## src/rtl/core/vkt_pkg.sv

```systemverilog
// Shared types, widths and codes of the vehicle kinematic tracker.
package vkt_pkg;

  localparam int unsigned DATA_W       = 32;
  localparam int unsigned LANE_WIDTH_W = 21;
  localparam int unsigned HORIZON_W    = 20;
  localparam int unsigned LANE_W       = 8;
  localparam int unsigned SPEED_W      = 31;

  // Reset lane width is four meters in Q16.16.
  localparam logic [LANE_WIDTH_W-1:0] LANE_WIDTH_RESET = 21'd262144;

  // Shared square root and divide both retire one result bit per step.
  localparam int unsigned ITER_COUNT = 32;
  localparam int unsigned ITER_CNT_W = $clog2(ITER_COUNT);

  typedef enum logic [1:0] {
    OP_INIT    = 2'd0,
    OP_UPDATE  = 2'd1,
    OP_PREDICT = 2'd2,
    OP_HOLD    = 2'd3
  } vkt_op_e;

  typedef enum logic [4:0] {
    DP_NOP,
    DP_LOAD,
    DP_INIT,
    DP_DIFF_VEL,
    DP_DIFF_ACC,
    DP_SQ_X,
    DP_SQ_Y,
    DP_SQ_SUM,
    DP_ITER,
    DP_LANE,
    DP_MUL_A,
    DP_SPLIT,
    DP_MUL_PH,
    DP_MUL_PL,
    DP_HAT_Y,
    DP_HAT_POS,
    DP_MUL_V,
    DP_ADD_V,
    DP_MUL_SPD,
    DP_ADD_SPD,
    DP_OUT
  } vkt_dp_op_e;

  typedef struct packed {
    vkt_op_e                     op;
    logic signed [DATA_W-1:0]    pos_s;
    logic signed [DATA_W-1:0]    pos_d;
    logic signed [DATA_W-1:0]    vel_x;
    logic signed [DATA_W-1:0]    vel_y;
    logic        [HORIZON_W-1:0] horizon;
  } vkt_in_t;

  typedef struct packed {
    logic signed [DATA_W-1:0]  pred_s;
    logic signed [DATA_W-1:0]  pred_s_vel;
    logic signed [DATA_W-1:0]  s_accel;
    logic signed [DATA_W-1:0]  pred_d;
    logic signed [DATA_W-1:0]  pred_d_vel;
    logic signed [DATA_W-1:0]  d_accel;
    logic signed [DATA_W-1:0]  pred_s_by_speed;
    logic signed [LANE_W-1:0]  lane;
    logic        [SPEED_W-1:0] speed;
  } vkt_out_t;

  // Axis selects s (0) or d (1) for the per-axis prediction steps.
  typedef struct packed {
    vkt_dp_op_e op;
    logic       axis;
  } vkt_cmd_t;

  typedef struct packed {
    vkt_op_e op;
  } vkt_status_t;

endpackage

```

## src/rtl/core/vkt_ctrl.sv

```systemverilog
// Sequencer of the vehicle kinematic tracker: handshakes, step order and iteration count.
module vkt_ctrl (
  input  logic                 clk_i,
  input  logic                 rst_ni,
  input  logic                 in_valid_i,
  output logic                 in_stall_o,
  output logic                 out_valid_o,
  input  logic                 out_stall_i,
  output logic                 cfg_ready_o,
  input  vkt_pkg::vkt_status_t status_i,
  output vkt_pkg::vkt_cmd_t    cmd_o
);

  typedef enum logic [20:0] {
    ST_IDLE     = 21'h000001,
    ST_DECODE   = 21'h000002,
    ST_INIT     = 21'h000004,
    ST_DIFF_VEL = 21'h000008,
    ST_DIFF_ACC = 21'h000010,
    ST_SQ_X     = 21'h000020,
    ST_SQ_Y     = 21'h000040,
    ST_SQ_SUM   = 21'h000080,
    ST_ITER     = 21'h000100,
    ST_LANE     = 21'h000200,
    ST_MUL_A    = 21'h000400,
    ST_SPLIT    = 21'h000800,
    ST_MUL_PH   = 21'h001000,
    ST_MUL_PL   = 21'h002000,
    ST_HAT_Y    = 21'h004000,
    ST_HAT_POS  = 21'h008000,
    ST_MUL_V    = 21'h010000,
    ST_ADD_V    = 21'h020000,
    ST_MUL_SPD  = 21'h040000,
    ST_ADD_SPD  = 21'h080000,
    ST_DONE     = 21'h100000
  } vkt_state_e;

  vkt_state_e state_q, state_d;
  logic [vkt_pkg::ITER_CNT_W-1:0] cnt_q, cnt_d;
  logic axis_q, axis_d;
  logic out_valid_q, out_valid_d;
  logic out_free;

  assign out_free = !out_valid_q || !out_stall_i;

  always_comb begin
    state_d     = state_q;
    cnt_d       = cnt_q;
    axis_d      = axis_q;
    out_valid_d = out_valid_q && out_stall_i;
    cmd_o.op    = vkt_pkg::DP_NOP;
    cmd_o.axis  = axis_q;
    case (state_q)
      ST_IDLE: begin
        if (in_valid_i) begin
          cmd_o.op = vkt_pkg::DP_LOAD;
          state_d  = ST_DECODE;
        end
      end
      ST_DECODE: begin
        axis_d = 1'b0;
        case (status_i.op)
          vkt_pkg::OP_INIT:   state_d = ST_INIT;
          vkt_pkg::OP_UPDATE: state_d = ST_DIFF_VEL;
          default:            state_d = ST_MUL_A;
        endcase
      end
      ST_INIT: begin
        cmd_o.op = vkt_pkg::DP_INIT;
        state_d  = ST_SQ_X;
      end
      ST_DIFF_VEL: begin
        cmd_o.op = vkt_pkg::DP_DIFF_VEL;
        state_d  = ST_DIFF_ACC;
      end
      ST_DIFF_ACC: begin
        cmd_o.op = vkt_pkg::DP_DIFF_ACC;
        state_d  = ST_SQ_X;
      end
      ST_SQ_X: begin
        cmd_o.op = vkt_pkg::DP_SQ_X;
        state_d  = ST_SQ_Y;
      end
      ST_SQ_Y: begin
        cmd_o.op = vkt_pkg::DP_SQ_Y;
        state_d  = ST_SQ_SUM;
      end
      ST_SQ_SUM: begin
        cmd_o.op = vkt_pkg::DP_SQ_SUM;
        cnt_d    = '0;
        state_d  = ST_ITER;
      end
      ST_ITER: begin
        cmd_o.op = vkt_pkg::DP_ITER;
        cnt_d    = cnt_q + 1'b1;
        if (cnt_q == vkt_pkg::ITER_CNT_W'(vkt_pkg::ITER_COUNT - 1)) begin
          state_d = ST_LANE;
        end
      end
      ST_LANE: begin
        cmd_o.op = vkt_pkg::DP_LANE;
        state_d  = ST_MUL_A;
      end
      ST_MUL_A: begin
        cmd_o.op = vkt_pkg::DP_MUL_A;
        state_d  = ST_SPLIT;
      end
      ST_SPLIT: begin
        cmd_o.op = vkt_pkg::DP_SPLIT;
        state_d  = ST_MUL_PH;
      end
      ST_MUL_PH: begin
        cmd_o.op = vkt_pkg::DP_MUL_PH;
        state_d  = ST_MUL_PL;
      end
      ST_MUL_PL: begin
        cmd_o.op = vkt_pkg::DP_MUL_PL;
        state_d  = ST_HAT_Y;
      end
      ST_HAT_Y: begin
        cmd_o.op = vkt_pkg::DP_HAT_Y;
        state_d  = ST_HAT_POS;
      end
      ST_HAT_POS: begin
        cmd_o.op = vkt_pkg::DP_HAT_POS;
        state_d  = ST_MUL_V;
      end
      ST_MUL_V: begin
        cmd_o.op = vkt_pkg::DP_MUL_V;
        state_d  = ST_ADD_V;
      end
      ST_ADD_V: begin
        cmd_o.op = vkt_pkg::DP_ADD_V;
        if (!axis_q) begin
          axis_d  = 1'b1;
          state_d = ST_MUL_A;
        end else begin
          state_d = ST_MUL_SPD;
        end
      end
      ST_MUL_SPD: begin
        cmd_o.op = vkt_pkg::DP_MUL_SPD;
        state_d  = ST_ADD_SPD;
      end
      ST_ADD_SPD: begin
        cmd_o.op = vkt_pkg::DP_ADD_SPD;
        state_d  = ST_DONE;
      end
      ST_DONE: begin
        if (out_free) begin
          cmd_o.op    = vkt_pkg::DP_OUT;
          out_valid_d = 1'b1;
          state_d     = ST_IDLE;
        end
      end
      default: begin
        state_d = ST_IDLE;
      end
    endcase
  end

  always_ff @(posedge clk_i or negedge rst_ni) begin
    if (!rst_ni) begin
      state_q     <= ST_IDLE;
      cnt_q       <= '0;
      axis_q      <= 1'b0;
      out_valid_q <= 1'b0;
    end else begin
      state_q     <= state_d;
      cnt_q       <= cnt_d;
      axis_q      <= axis_d;
      out_valid_q <= out_valid_d;
    end
  end

  assign in_stall_o  = (state_q != ST_IDLE);
  assign cfg_ready_o = (state_q == ST_IDLE);
  assign out_valid_o = out_valid_q;

endmodule

```

## config.mk

```make
export PLATFORM = sky130hd
export DESIGN_NAME = vkt_ctrl
export DESIGN_NICKNAME = d
export VERILOG_FILES = /design/src/rtl/core/vkt_pkg.sv /design/src/rtl/core/vkt_ctrl.sv
export SDC_FILE = /design/constraint.sdc
export NUM_CORES = 1
export LEC_CHECK = 0
export BUFFER_PORTS_ARGS = -buffer_cell sky130_fd_sc_hd__buf_2
export CAP_MARGIN = 20
export CORE_AREA = 8 8 73 75
export DETAILED_ROUTE_END_ITERATION = 12
export DIE_AREA = 0 0 81 83
export HOLD_SLACK_MARGIN = 0.02
export PLACE_DENSITY_LB_ADDON = 0.08
export SLEW_MARGIN = 20
export SYNTH_ARGS = -nofsm -noshare
export SYNTH_HDL_FRONTEND = slang
export SYNTH_SLANG_ARGS = --single-unit
```

## constraint.sdc

```tcl
create_clock -name clk_i -period 2.4 [get_ports clk_i]
set_clock_uncertainty 0.1 [all_clocks]
set_input_delay 0.48 -clock clk_i [delete_from_list [all_inputs] [get_ports clk_i]]
set_output_delay 0.48 -clock clk_i [all_outputs]
set_load 0.1 [all_outputs]
```

---- Word level (Yosys, flattened, before mapping) ----
Cells that the tools add are included.
storage, ports and cells
  flip-flop bits (word level) ............. 28
  input port bits ......................... 6
  logic and storage cells ................. 54
cells by class
  add/subtract/negate cells ............... 1
  equal/unequal tests ..................... 27
  mux-type cells .......................... 13
  reductions and logical operators ........ 9
operators by type and width
  kind                                                               number
  21-bit case mux with 20 select lines                               1
  5-bit case mux with 20 select lines                                1
  21-bit 2-to-1 mux                                                  3
  11-bit case mux with 2 select lines                                1
  21-bit by 1-bit == test with 1-bit output, second input constant   1
  21-bit by 10-bit == test with 1-bit output, second input constant  1
  21-bit by 11-bit == test with 1-bit output, second input constant  1
  21-bit by 12-bit == test with 1-bit output, second input constant  1
  21-bit by 13-bit == test with 1-bit output, second input constant  1
  21-bit by 14-bit == test with 1-bit output, second input constant  1
  21-bit by 15-bit == test with 1-bit output, second input constant  1
  21-bit by 16-bit == test with 1-bit output, second input constant  1
  21-bit by 17-bit == test with 1-bit output, second input constant  1
  21-bit by 18-bit == test with 1-bit output, second input constant  1
  21-bit by 19-bit == test with 1-bit output, second input constant  1
  21-bit by 2-bit == test with 1-bit output, second input constant   1
  21-bit by 20-bit == test with 1-bit output, second input constant  1
  21-bit == test, second input constant                              1
  21-bit by 3-bit == test with 1-bit output, second input constant   1
  21-bit by 4-bit == test with 1-bit output, second input constant   1
  21-bit by 5-bit == test with 1-bit output, second input constant   1
  21-bit by 6-bit == test with 1-bit output, second input constant   1
  21-bit by 7-bit == test with 1-bit output, second input constant   1
  21-bit by 8-bit == test with 1-bit output, second input constant   1
  18 further kinds                                                   24

---- Logic depth before layout (Yosys ltp) ----
Gate-level depths: netlist of run 1.
  word-level depth ........................ 4
  gate-level depth with buffers ........... 7

---- Worst setup path before layout of run 1 ----
Ideal clock, no wire load.
  path type ............................... register to output
  start ................................... reg state_q[5]
  end ..................................... out cmd_o[1] (netlist name)
  data arrival time ....................... 3.304 ns
  required time ........................... 1.820 ns
  setup slack ............................. -1.484 ns
  stages on the path, launching flop included .. 7
  cells stage by stage .................... dfrtp_1 > or4_4 > or4_4 > nor3_4 > nand2_2 > o311ai_1 > or4b_1
RTL lines
  what                    RTL line         text
  start, declared         vkt_ctrl.sv:38   vkt_state_e state_q, state_d;
  start signal, assigned  vkt_ctrl.sv:169  state_q <= state_d;
  end, declared           vkt_ctrl.sv:11   output vkt_pkg::vkt_cmd_t cmd_o

==> results of run 1 <==
[repair_timing]
item                       CTS  global route
buffers inserted             2             9
setup endpoints to repair    8            14
gates resized for setup     11            30
pin swaps                    9            13
gates cloned                 0             0
hold endpoints to repair     0             0
[area by class of cell]
cell class              count  area [µm²]
flip-flops and latches     28       701.9
clock buffers               4       55.05
well taps                  52       65.06
inverters                   8       32.53
multi-input cells         129        1076
fillers                   368        1577
repair buffers             80       696.9
[layer usage]
metal	GRT usage	vias up
li1	-	790
met1	0.1828	790
met2	0.2423	26
met3	0.01616	4
met4	0.02602	0
met5	0	-
[registers in the layout, summed over array words and instances (netlist names)]
name         cells
state_q         21
axis_q           1
out_valid_o      1
cnt_q            5
[cell families after synthesis]
family | count (synthesis) | synth area share
flops | 28 | 0.4305
buf+inv | 13 | 0.03606
simple gates | 90 | 0.3638
compound gates | 30 | 0.1167
xor+xnor | 7 | 0.03761
fa+ha+maj | 2 | 0.01535
[worst paths after layout]
check                       startpoint          end  slack, ns
setup / recovery            state_q[7]     cmd_o[1]      -0.78
hold / removal                  rst_ni     cnt_q[0]       0.12
setup reg to reg            state_q[7]   state_q[0]      -0.01
hold reg to reg               cnt_q[4]     cnt_q[4]       0.41
max in group asynchronous       rst_ni  state_q[12]       1.66
min in group clk_i         status_i[0]   state_q[2]       0.26
[cells in the mapped netlist (all sizes together)]
cell     number  share of area
nor4b         4          0.025
nor2         19          0.045
nand3b        1         0.0046
o31a          1         0.0054
o221ai        1         0.0054
nand2        15          0.036
or3           3          0.012
and4          3          0.018
a21oi         3         0.0092
o2111ai       1         0.0054
o21ai        15          0.046
dfrtp        27           0.41
or4           6          0.032
o22ai         1         0.0038
xnor2         1         0.0054
ha            2          0.015
nand4bb       1         0.0069
nand4b        4          0.025
o211ai        1         0.0046
and3          5          0.022
dfstp         1          0.016
clkbuf        2         0.0054
and4b         1         0.0061
a41o          1         0.0061
nor3          8          0.038
o311ai        1         0.0054
a21o          2         0.0092
nor3b         1         0.0077
inv           8          0.018
buf           3          0.012
nor4          4          0.019
nand4         4          0.019
o211a         1         0.0061
nand3         3         0.0092
or4b          3          0.018
nand2b        5          0.019
a21boi        1         0.0046
o2bb2ai       1         0.0054
xor2          6          0.032
[per-stage QoR]
| step | setup TNS, ns | instances | total power [mW] | utilization |
|---|---|---|---|---|
| global placement | -2.163 | 287 | 1.675 | 0.5464 |
| CTS | -4.377 | 292 | 2.038 | 0.5750 |
| detailed placement | -2.439 | 287 | 1.686 | 0.5464 |
| finish | -4.531 | 301 | 2.249 | 0.6250 |
| global route | -5.237 | 301 | 2.354 | 0.6250 |
| floorplan | -4.580 | 170 | 1.214 | - |
[report_power, final]
group / total (mW) / internal (mW) / leakage (nW) / switching (mW)
clock network: 0.295 / 0.147 / 0.0288 / 0.148
registers: 0.527 / 0.504 / 0.387 / 0.0226
logic: 1.43 / 0.651 / 0.841 / 0.775
total: 2.25 / 1.30 / 1.26 / 0.946
==> results.md, run 1 <==
- Number of max-cap violations: 0
- DP HPWL: approximately 3700 µm
- PD cells: ~860 nW/µm²
- Crit. path cell count: 7
- Hold Fails Final Rpt: 0
- Mapped Avg Cell Area: 9.590 µm²
- Wirelength per Cell: approximately 16 µm
- Vias in the first global route: about 1600
- Met1 WL: around 2100 µm
- WL final: 4902 µm
- Maximum VDD drop: between 0.7 and 0.8 mV
- Site row count: 24
- Commonest non-fill, non-tap cell in the layout: buf_4
- Gate Count Post-Synth: between 150 and 200
- Crit. End Element: primary output
- Worst path required time: around 1.8 ns
- Crit-path cells: or4_4 > or4_4 > nor3_4 > nand2_2 > o311ai_2 > or4b_4 > buf_12
- Antenna-violating nets left: 0
- Buffers and inverters on the worst path: 1
- Global-route wire length before repair: roughly 7600 µm
- Unique masters post-synth: 53
- Crit Path Class: register to primary output
- CP delay by family, top: simple AND/OR/NAND/NOR gates
- Clock Sinks: 28
- CP max stage cell: or4_4
- PortBufs: 14
- R2R depth: 9
- DR pass1 iterations: 4
- Yosys synthesis warning count: 0
- Die Y: 83 µm
- Die width: roughly 80 µm
- Outcome: complete, but fails checks
- Nets@finish: 258
- Worst-Margin Slew: 0.6457 ns
- Failing checks: setup timing
- Seq cells post-synth: 28
- Total Routing Usage GR: 0.1410
- Met2 Wirelength: 2605 µm
- Min Tclk post-route: between 3 and 4 ns
- Netlist Area Pre-Place: approximately 1600 µm²
- Worst slack, placed: -0.5191 ns
- Top-Level Pins: 15
- Final period util: 1.324
- Sequential share of the synthesized area: 0.4305
- Area Growth Syn to Fin: 61.17%
- Placer Congestion: 0.8874
- CP Launch Type: register
- H-tree levels: 1
- Initial antenna violation count: 0
- DR top layer: met4
- Clock buffer depth: 2
- Routed vias: ~1600
- Met3 wire length: about 140 µm
- Most frequent cells in the layout: 59 x buf_4, 27 x dfrtp_1, 16 x nor2_1
- Setup Viol. Count Final: 8
- Hold slack: 0.1199 ns
- Vias per cell: approximately 5.3
- Iter 0 DRT Violations: 56
- Root Buffer: clkbuf_8
- Most Frequent Cell on Critical Path: or4_4
- Final setup margin: -0.7774 ns
- Final Instance Area: roughly 2600 µm²
- Unrepaired setup endpoints after global routing: yes
- CP max FO: 5
- Max Fclk: between 300 and 400 MHz
- CTS clock-pin slew for the worst setup and hold paths: 0.09 ns
- Max incr delay on CP: around 0.59 ns
- Largest net degree at the start of global routing: 29
- Mapped Nets: about 180
- Placement Cell Area: around 2300 µm²
- Slew HR: 0.5695
- Fin. max-slew vios: 0
- Leakage: approximately 1.3 nW
- Core Region: around 4200 µm²
- Clk_lat worst skew: 0.27 ns
- Residual DRC count: 0
- Starting Density: 0.3878
- Die area: about 6700 µm²
- Fraction of layout cells with a size suffix above 1: 0.5141
- Worst Path Arrival: 2.60 ns
- CTS tree: built
- # diodes: 0
- Min-Delay Path Class: input pin to async pin
- Number of buffers created by CTS: 3
- Total grt overflow: 0
- Hold_buf cts: 0
Note: power is estimated with default switching activity, not from simulation.
==> run 2, diff against run 1 <==
==> constraint.sdc (replaced) <==
create_clock -name clk_i -period 2.4 [get_ports clk_i]
set_clock_uncertainty 0.1 [all_clocks]
set_input_delay 0.12 -clock clk_i [delete_from_list [all_inputs] [get_ports clk_i]]
set_output_delay 0.12 -clock clk_i [all_outputs]
set_load 0.1 [all_outputs]
==> run 2 against run 1 <==
Utilization fell by 2.1 points. The run still ends with setup timing left. Sequential cell count unchanged. Critical path type unchanged. Via count hardly changed. Critical endpoint unchanged. Largest power group unchanged. Highest routed layer unchanged.
==> results.md, run 2 (same netlist as run 1, synthesis figures left out) <==
- Outcome: complete, but fails checks
- Failing checks: setup timing
- Fin. max-slew vios: 0 (unchanged)
- Die area: 6723 µm² (unchanged)
- Total grt overflow: 0 (unchanged)
- Root Buffer: clkbuf_8
- Initial antenna violation count: 0 (unchanged)
- Most frequent cells in the layout: 53 x buf_4, 27 x dfrtp_1, 16 x nor2_1
- Number of max-cap violations: 0 (unchanged)
- Met1 WL: 2097 µm (-1.4%)
- Vias in the first global route: 1704 (+7.0%)
- Fillers: 369 (+0.27%)
- Biggest register: state_q
- Final Core Density: 0.6036 (-0.02143)
- Hold Fails Final Rpt: 0 (unchanged)
- Largest net degree at the start of global routing: 29 (unchanged)
- Final setup margin: -0.4008 ns (+0.3766 ns)
- Clk_lat worst skew: 0.28 ns (about the same)
- DR top layer: met4
- Worst-Margin Slew: 0.6358 ns (-0.009973 ns)
- Fraction of layout cells with a size suffix above 1: 0.4669 (-0.04711)
- Maximum VDD drop: 0.9911 mV (+39%)
- Met3 wire length: 120 µm (-14%)
- Top-Level Pins: 15 (unchanged)
- DR pass1 iterations: 4 (unchanged)
- # diodes: 0 (unchanged)
- Biggest regs: state_q (21), cnt_q (5)
- Antenna-violating nets left: 0 (unchanged)
- H-tree levels: 1 (unchanged)
- Worst Path Arrival: 2.58 ns (-0.02 ns)
- Crit. End Element: primary output
- Number of flip-flops in the largest register: 21 (unchanged)
- CTS clock-pin slew for the worst setup and hold paths: 0.09 ns (about the same)
- Max Fclk: 357.0 MHz (+13%)
- Site row count: 24 (unchanged)
- Min Tclk post-route: 2.801 ns (-0.3766 ns)
- Nets@finish: 251 (-2.7%)
- WL final: 4844 µm (-1.2%)
- Worst path required time: 2.18 ns (+0.36 ns)
- Clock Sinks: 28 (unchanged)
- Worst slack, placed: -0.1786 ns (+0.3406 ns)
- Crit Path Class: register to primary output
- Placer Congestion: 0.8498 (-4.2%)
- Leakage: 1.220 nW (-2.9%)
- Min-Delay Path Class: input pin to register
- Vias per cell: 5.480 (+2.4%)
- Met2 Wirelength: 2502 µm (-4.0%)
- Residual DRC count: 0 (unchanged)
- CTS tree: built
- Die width: 81 µm (unchanged)
- Slew HR: 0.5762 (+0.006648)
- Placement Cell Area: 2192 µm² (-4.6%)
- Final period util: 1.167 (-0.1569)
- Area Growth Syn to Fin: 55.64%
- Core Region: 4204 µm² (unchanged)
- Setup Viol. Count Final: 7 (-1)
- Final Instance Area: 2537 µm² (-3.4%)
- Clock buffer depth: 2 (unchanged)
- Routed vias: 1611 (+0.062%)
- CP Launch Type: register
- PortBufs: 14 (unchanged)
- Total Routing Usage GR: 0.1487 (+0.007737)
- Unrepaired setup endpoints after global routing: yes
- Iter 0 DRT Violations: 87 (+55%)
- PD cells: 846.4 nW/µm² (-1.1%)
- Die Y: 83 µm (unchanged)
- Commonest non-fill, non-tap cell in the layout: buf_4
- Global-route wire length before repair: 8024 µm (+5.1%)
- Starting Density: 0.3878 (unchanged)
- CP max FO: 5 (unchanged)
- Number of buffers created by CTS: 3 (unchanged)
- DP HPWL: 3661 µm (-1.3%)
- Wirelength per Cell: 16.48 µm (+1.2%)
-- run 2: critical path, cell delays in order, from the launching register on --
cell      delay (ns)
dfrtp_1         0.40
or4_4           0.55
or4_4           0.58
nor3_4          0.24
nand2_2         0.11
o311ai_4        0.08
or4b_4          0.19
buf_12          0.16
-- run 2: layout make-up --
type | instances | area [µm²] | area share
well taps | 52 | 65.06 | 0.02564
repair buffers | 73 | 635.6 | 0.2505
inverters | 8 | 30.03 | 0.01183
multi-input cells | 129 | 1060 | 0.4177
flip-flops and latches | 28 | 701.9 | 0.2766
clock buffers | 4 | 45.04 | 0.01775
-- run 2: repair_timing --
item                       4_1_cts  5_1_grt
hold endpoints to repair        30        0
hold buffers                     4        0
pin swaps                       10        8
cloned                           0        0
buffers inserted                 7        5
setup endpoints to repair        8       16
gates resized for setup         22       18
-- run 2: routing by layer --
metal	vias up	track usage
met5	-	0
met2	26	0.2401
met3	10	0.01832
li1	776	-
met1	799	0.1881
met4	0	0.07154
-- run 2: worst paths after layout --
check                             from          end  slack, ns  cells after the start
setup / recovery           state_q[19]     cmd_o[1]      -0.40                      7
hold / removal              in_valid_i   state_q[0]       0.03                      3
setup reg to reg           state_q[19]   state_q[0]       0.03                      7
hold reg to reg               cnt_q[4]     cnt_q[4]       0.43                      2
max in group asynchronous       rst_ni   state_q[1]       1.49                      2
min in group asynchronous       rst_ni  state_q[20]       0.29                      2
-- run 2: where the power goes --
group / switching, mW / internal (mW)
sequential: 0.0136 / 0.503
combinational: 0.769 / 0.596
clock: 0.147 / 0.119
total: 0.929 / 1.22
-- run 2: stage by stage --
stage          TNS, ns  instances  hold WS [ns]  total power, mW
2_1_floorplan   -2.606        170       -0.2756            1.189
3_3_place_gp   -0.1993        277       0.06712            1.629
3_5_place_dp   -0.3669        277       0.07288            1.641
4_1_cts         -1.652        290       0.02863            2.030
5_1_grt         -2.625        294       0.02971            2.258
6_report        -1.831        294       0.03099            2.148
==> run 3, diff against run 2 <==
- clock period: 2.4 -> 3 ns (I/O delays scaled with it)
==> run 3 against run 2 <==
The run now ends clean. Die area stayed put. Clock power is 12% lower. Sequential power is 15% lower. Sequential share of layout area is 8.3 points higher.
==> results.md, run 3 (same netlist as run 1, synthesis figures left out) <==
- CP Launch Type: register
- Fin. max-slew vios: 0 (unchanged)
- Max Fclk: between 300 and 400 MHz
- DR pass1 iterations: 4 (unchanged)
- Total grt overflow: 0 (unchanged)
- Area Growth Syn to Fin: 20.03%
- Worst-Margin Slew: 0.6378 ns (+0.002033 ns)
- Post-Layout Cell Count: 242 (-18%)
- CP max stage cell: or4_4
- Die area: 6723 µm² (unchanged)
- Final setup margin: 0.04170 ns (+0.4425 ns)
- Residual DRC count: 0 (unchanged)
- Worst path required time: 2.75 ns (+0.57 ns)
- Top-Level Pins: 15 (unchanged)
- CTS tree: built
- Core Region: 4204 µm² (unchanged)
- Fillers: 410 (+11%)
- Final period util: 0.9861
- CP delay by family, top: simple AND/OR/NAND/NOR gates
- Antenna-violating nets left: 0 (unchanged)
- Number of buffers created by CTS: 3 (unchanged)
- Clock Sinks: 28 (unchanged)
- Site row count: 24 (unchanged)
- Nets@finish: 199 (-21%)
- Routed vias: 1397 (-13%)
- Largest net degree at the start of global routing: 29 (unchanged)
- Placement Cell Area: 1800 µm² (-18%)
- Worst slack, placed: 0.3387 ns (+0.5173 ns)
- Unrepaired setup endpoints after global routing: yes
- Buffers and inverters on the worst path: 1 (unchanged)
- Vias per cell: 5.773 (+5.3%)
- CP max FO: 5 (unchanged)
- PortBufs: 14 (unchanged)
- Most Frequent Cell on Critical Path: or4_4
- Setup crit end: cmd_o[1]
- Setup Viol. Count Final: 0 (-7)
- Crit-path cells: or4_4 > or4_4 > nor3_2 > nand3_1 > o311ai_1 > or4b_4 > buf_12
- PD cells: 686.1 nW/µm² (-19%)
- Min Tclk post-route: between 2 and 3 ns
- Iter 0 DRT Violations: 95 (+9.2%)
- Crit. End Element: primary output
- Maximum VDD drop: 1.139 mV (+15%)
- Clock buffer depth: 2 (unchanged)
- Biggest register: state_q
- Final Instance Area: 1957 µm² (-23%)
- Min-Delay Path Class: input pin to register
- Clk_lat worst skew: 0.27 ns (about the same)
- Crit. path cell count: 7 (unchanged)
- Most frequent cells in the layout: 26 x dfrtp_1, 18 x nor2_1, 15 x o21ai_0
- H-tree levels: 1 (unchanged)
- Crit Path Class: register to primary output
- Tot Pwr: 1.343 mW (-37%)
- Wirelength per Cell: 16.30 µm (-1.1%)
- CP Launch Point: state_q[5]
- Hold Fails Final Rpt: 0 (unchanged)
- Leakage: 0.9389 nW (-23%)
- Worst Path Arrival: 2.71 ns (+0.13 ns)
- Total Routing Usage GR: 0.1193 (-0.02940)
- Hold slack: 0.07002 ns (+0.03904 ns)
- R2R depth: 6 (-1)
- DP HPWL: 3005 µm (-18%)
- Global-route wire length before repair: 6486 µm (-19%)
- Starting Density: 0.3878 (unchanged)
- RR Endpoint: state_q[2]
- CTS clock-pin slew for the worst setup and hold paths: 0.09 ns (about the same)
- Commonest non-fill, non-tap cell in the layout: dfrtp_1
- Placed Cells: 231 (-17%)
- Number of max-cap violations: 0 (unchanged)
- Setup TNS: 0 ns (+1.831 ns)
- Biggest regs: state_q (21), cnt_q (5)
- Die width: 81 µm (unchanged)
- R2R Setup Slk: 0.16 ns (+0.13 ns)
- Worst R2R Start: state_q[5]
- WL final: 3944 µm (-19%)
- Outcome: completed
- Placer Congestion: 0.8358 (-1.6%)
- Vias in the first global route: 1338 (-21%)
- # diodes: 0 (unchanged)
- Final Core Density: 0.4655 (-0.1381)
- Number of flip-flops in the largest register: 21 (unchanged)
- Max incr delay on CP: 0.59 ns (about the same)
- Initial antenna violation count: 0 (unchanged)
- Die Y: 83 µm (unchanged)
- Slew HR: 0.5748 (-0.001355)
- Root Buffer: clkbuf_8
- Fraction of layout cells with a size suffix above 1: 0.2368 (-0.2301)
[run 3: cell count changes in the layout (fill, tap and decap cells not counted), moves of 2 or more]
cell / previous run / this run
a21oi_1: 0 / 2
a21oi_4: 2 / 0
buf_12: 7 / 4
buf_2: 7 / 9
buf_4: 53 / 2
buf_6: 2 / 0
nand2_1: 11 / 13
nand2b_1: 3 / 5
nand2b_4: 2 / 0
nor2_1: 16 / 18
nor4b_4: 2 / 0
o21ai_0: 12 / 15
o21ai_1: 3 / 0
[run 3: area by class of cell]
cell class	instances	area, µm²	area share
Timing Repair Buffer	21	197.7	0.1010
Clock buffer	4	55.05	0.02813
Multi-Input combinational cell	129	905.9	0.4629
Inverter	8	30.03	0.01535
Tap cell	52	65.06	0.03325
Sequential cell	28	703.2	0.3593
[run 3: metal layers]
metal,up-vias,part of all wire,GRT usage
met3,9,0.058,0.02263
met5,-,0,0
li1,668,-,-
met1,684,0.47,0.1632
met4,0,0.020,0.04715
met2,36,0.45,0.1781
[run 3: worst register-to-register path, delay by kind of cell (launching register included)]
kind / cells / cell delay, ns
simple gates: 5 / 1.69
buf+inv: 1 / 0.57
flops: 1 / 0.42
[run 3: how the worst min path moves through the flow]
stage	startpoint	to	slack (ns)	cells after the start
2_1_floorplan	rst_ni	axis_q	-0.25	0
3_3_place_gp	rst_ni	state_q[6]	0.10	1
3_5_place_dp	rst_ni	state_q[8]	0.12	1
4_1_cts	out_stall_i	out_valid_o	0.06	3
5_1_grt	out_stall_i	out_valid_o	0.10	3
6_report	out_stall_i	out_valid_o	0.07	3
[run 3: what timing repair did]
action / 4_1_cts / 5_1_grt
hold buffers: 5 / 0
setup endpoints to repair: 0 / 4
endpoints found under the hold margin: 31 / 0
gates resized for setup: 0 / 9
setup buffers: 0 / 2
[run 3: power breakdown]
part / internal, mW / switching (mW)
combinational: 0.207 / 0.460
sequential: 0.403 / 0.0376
clock: 0.118 / 0.117
total: 0.728 / 0.615
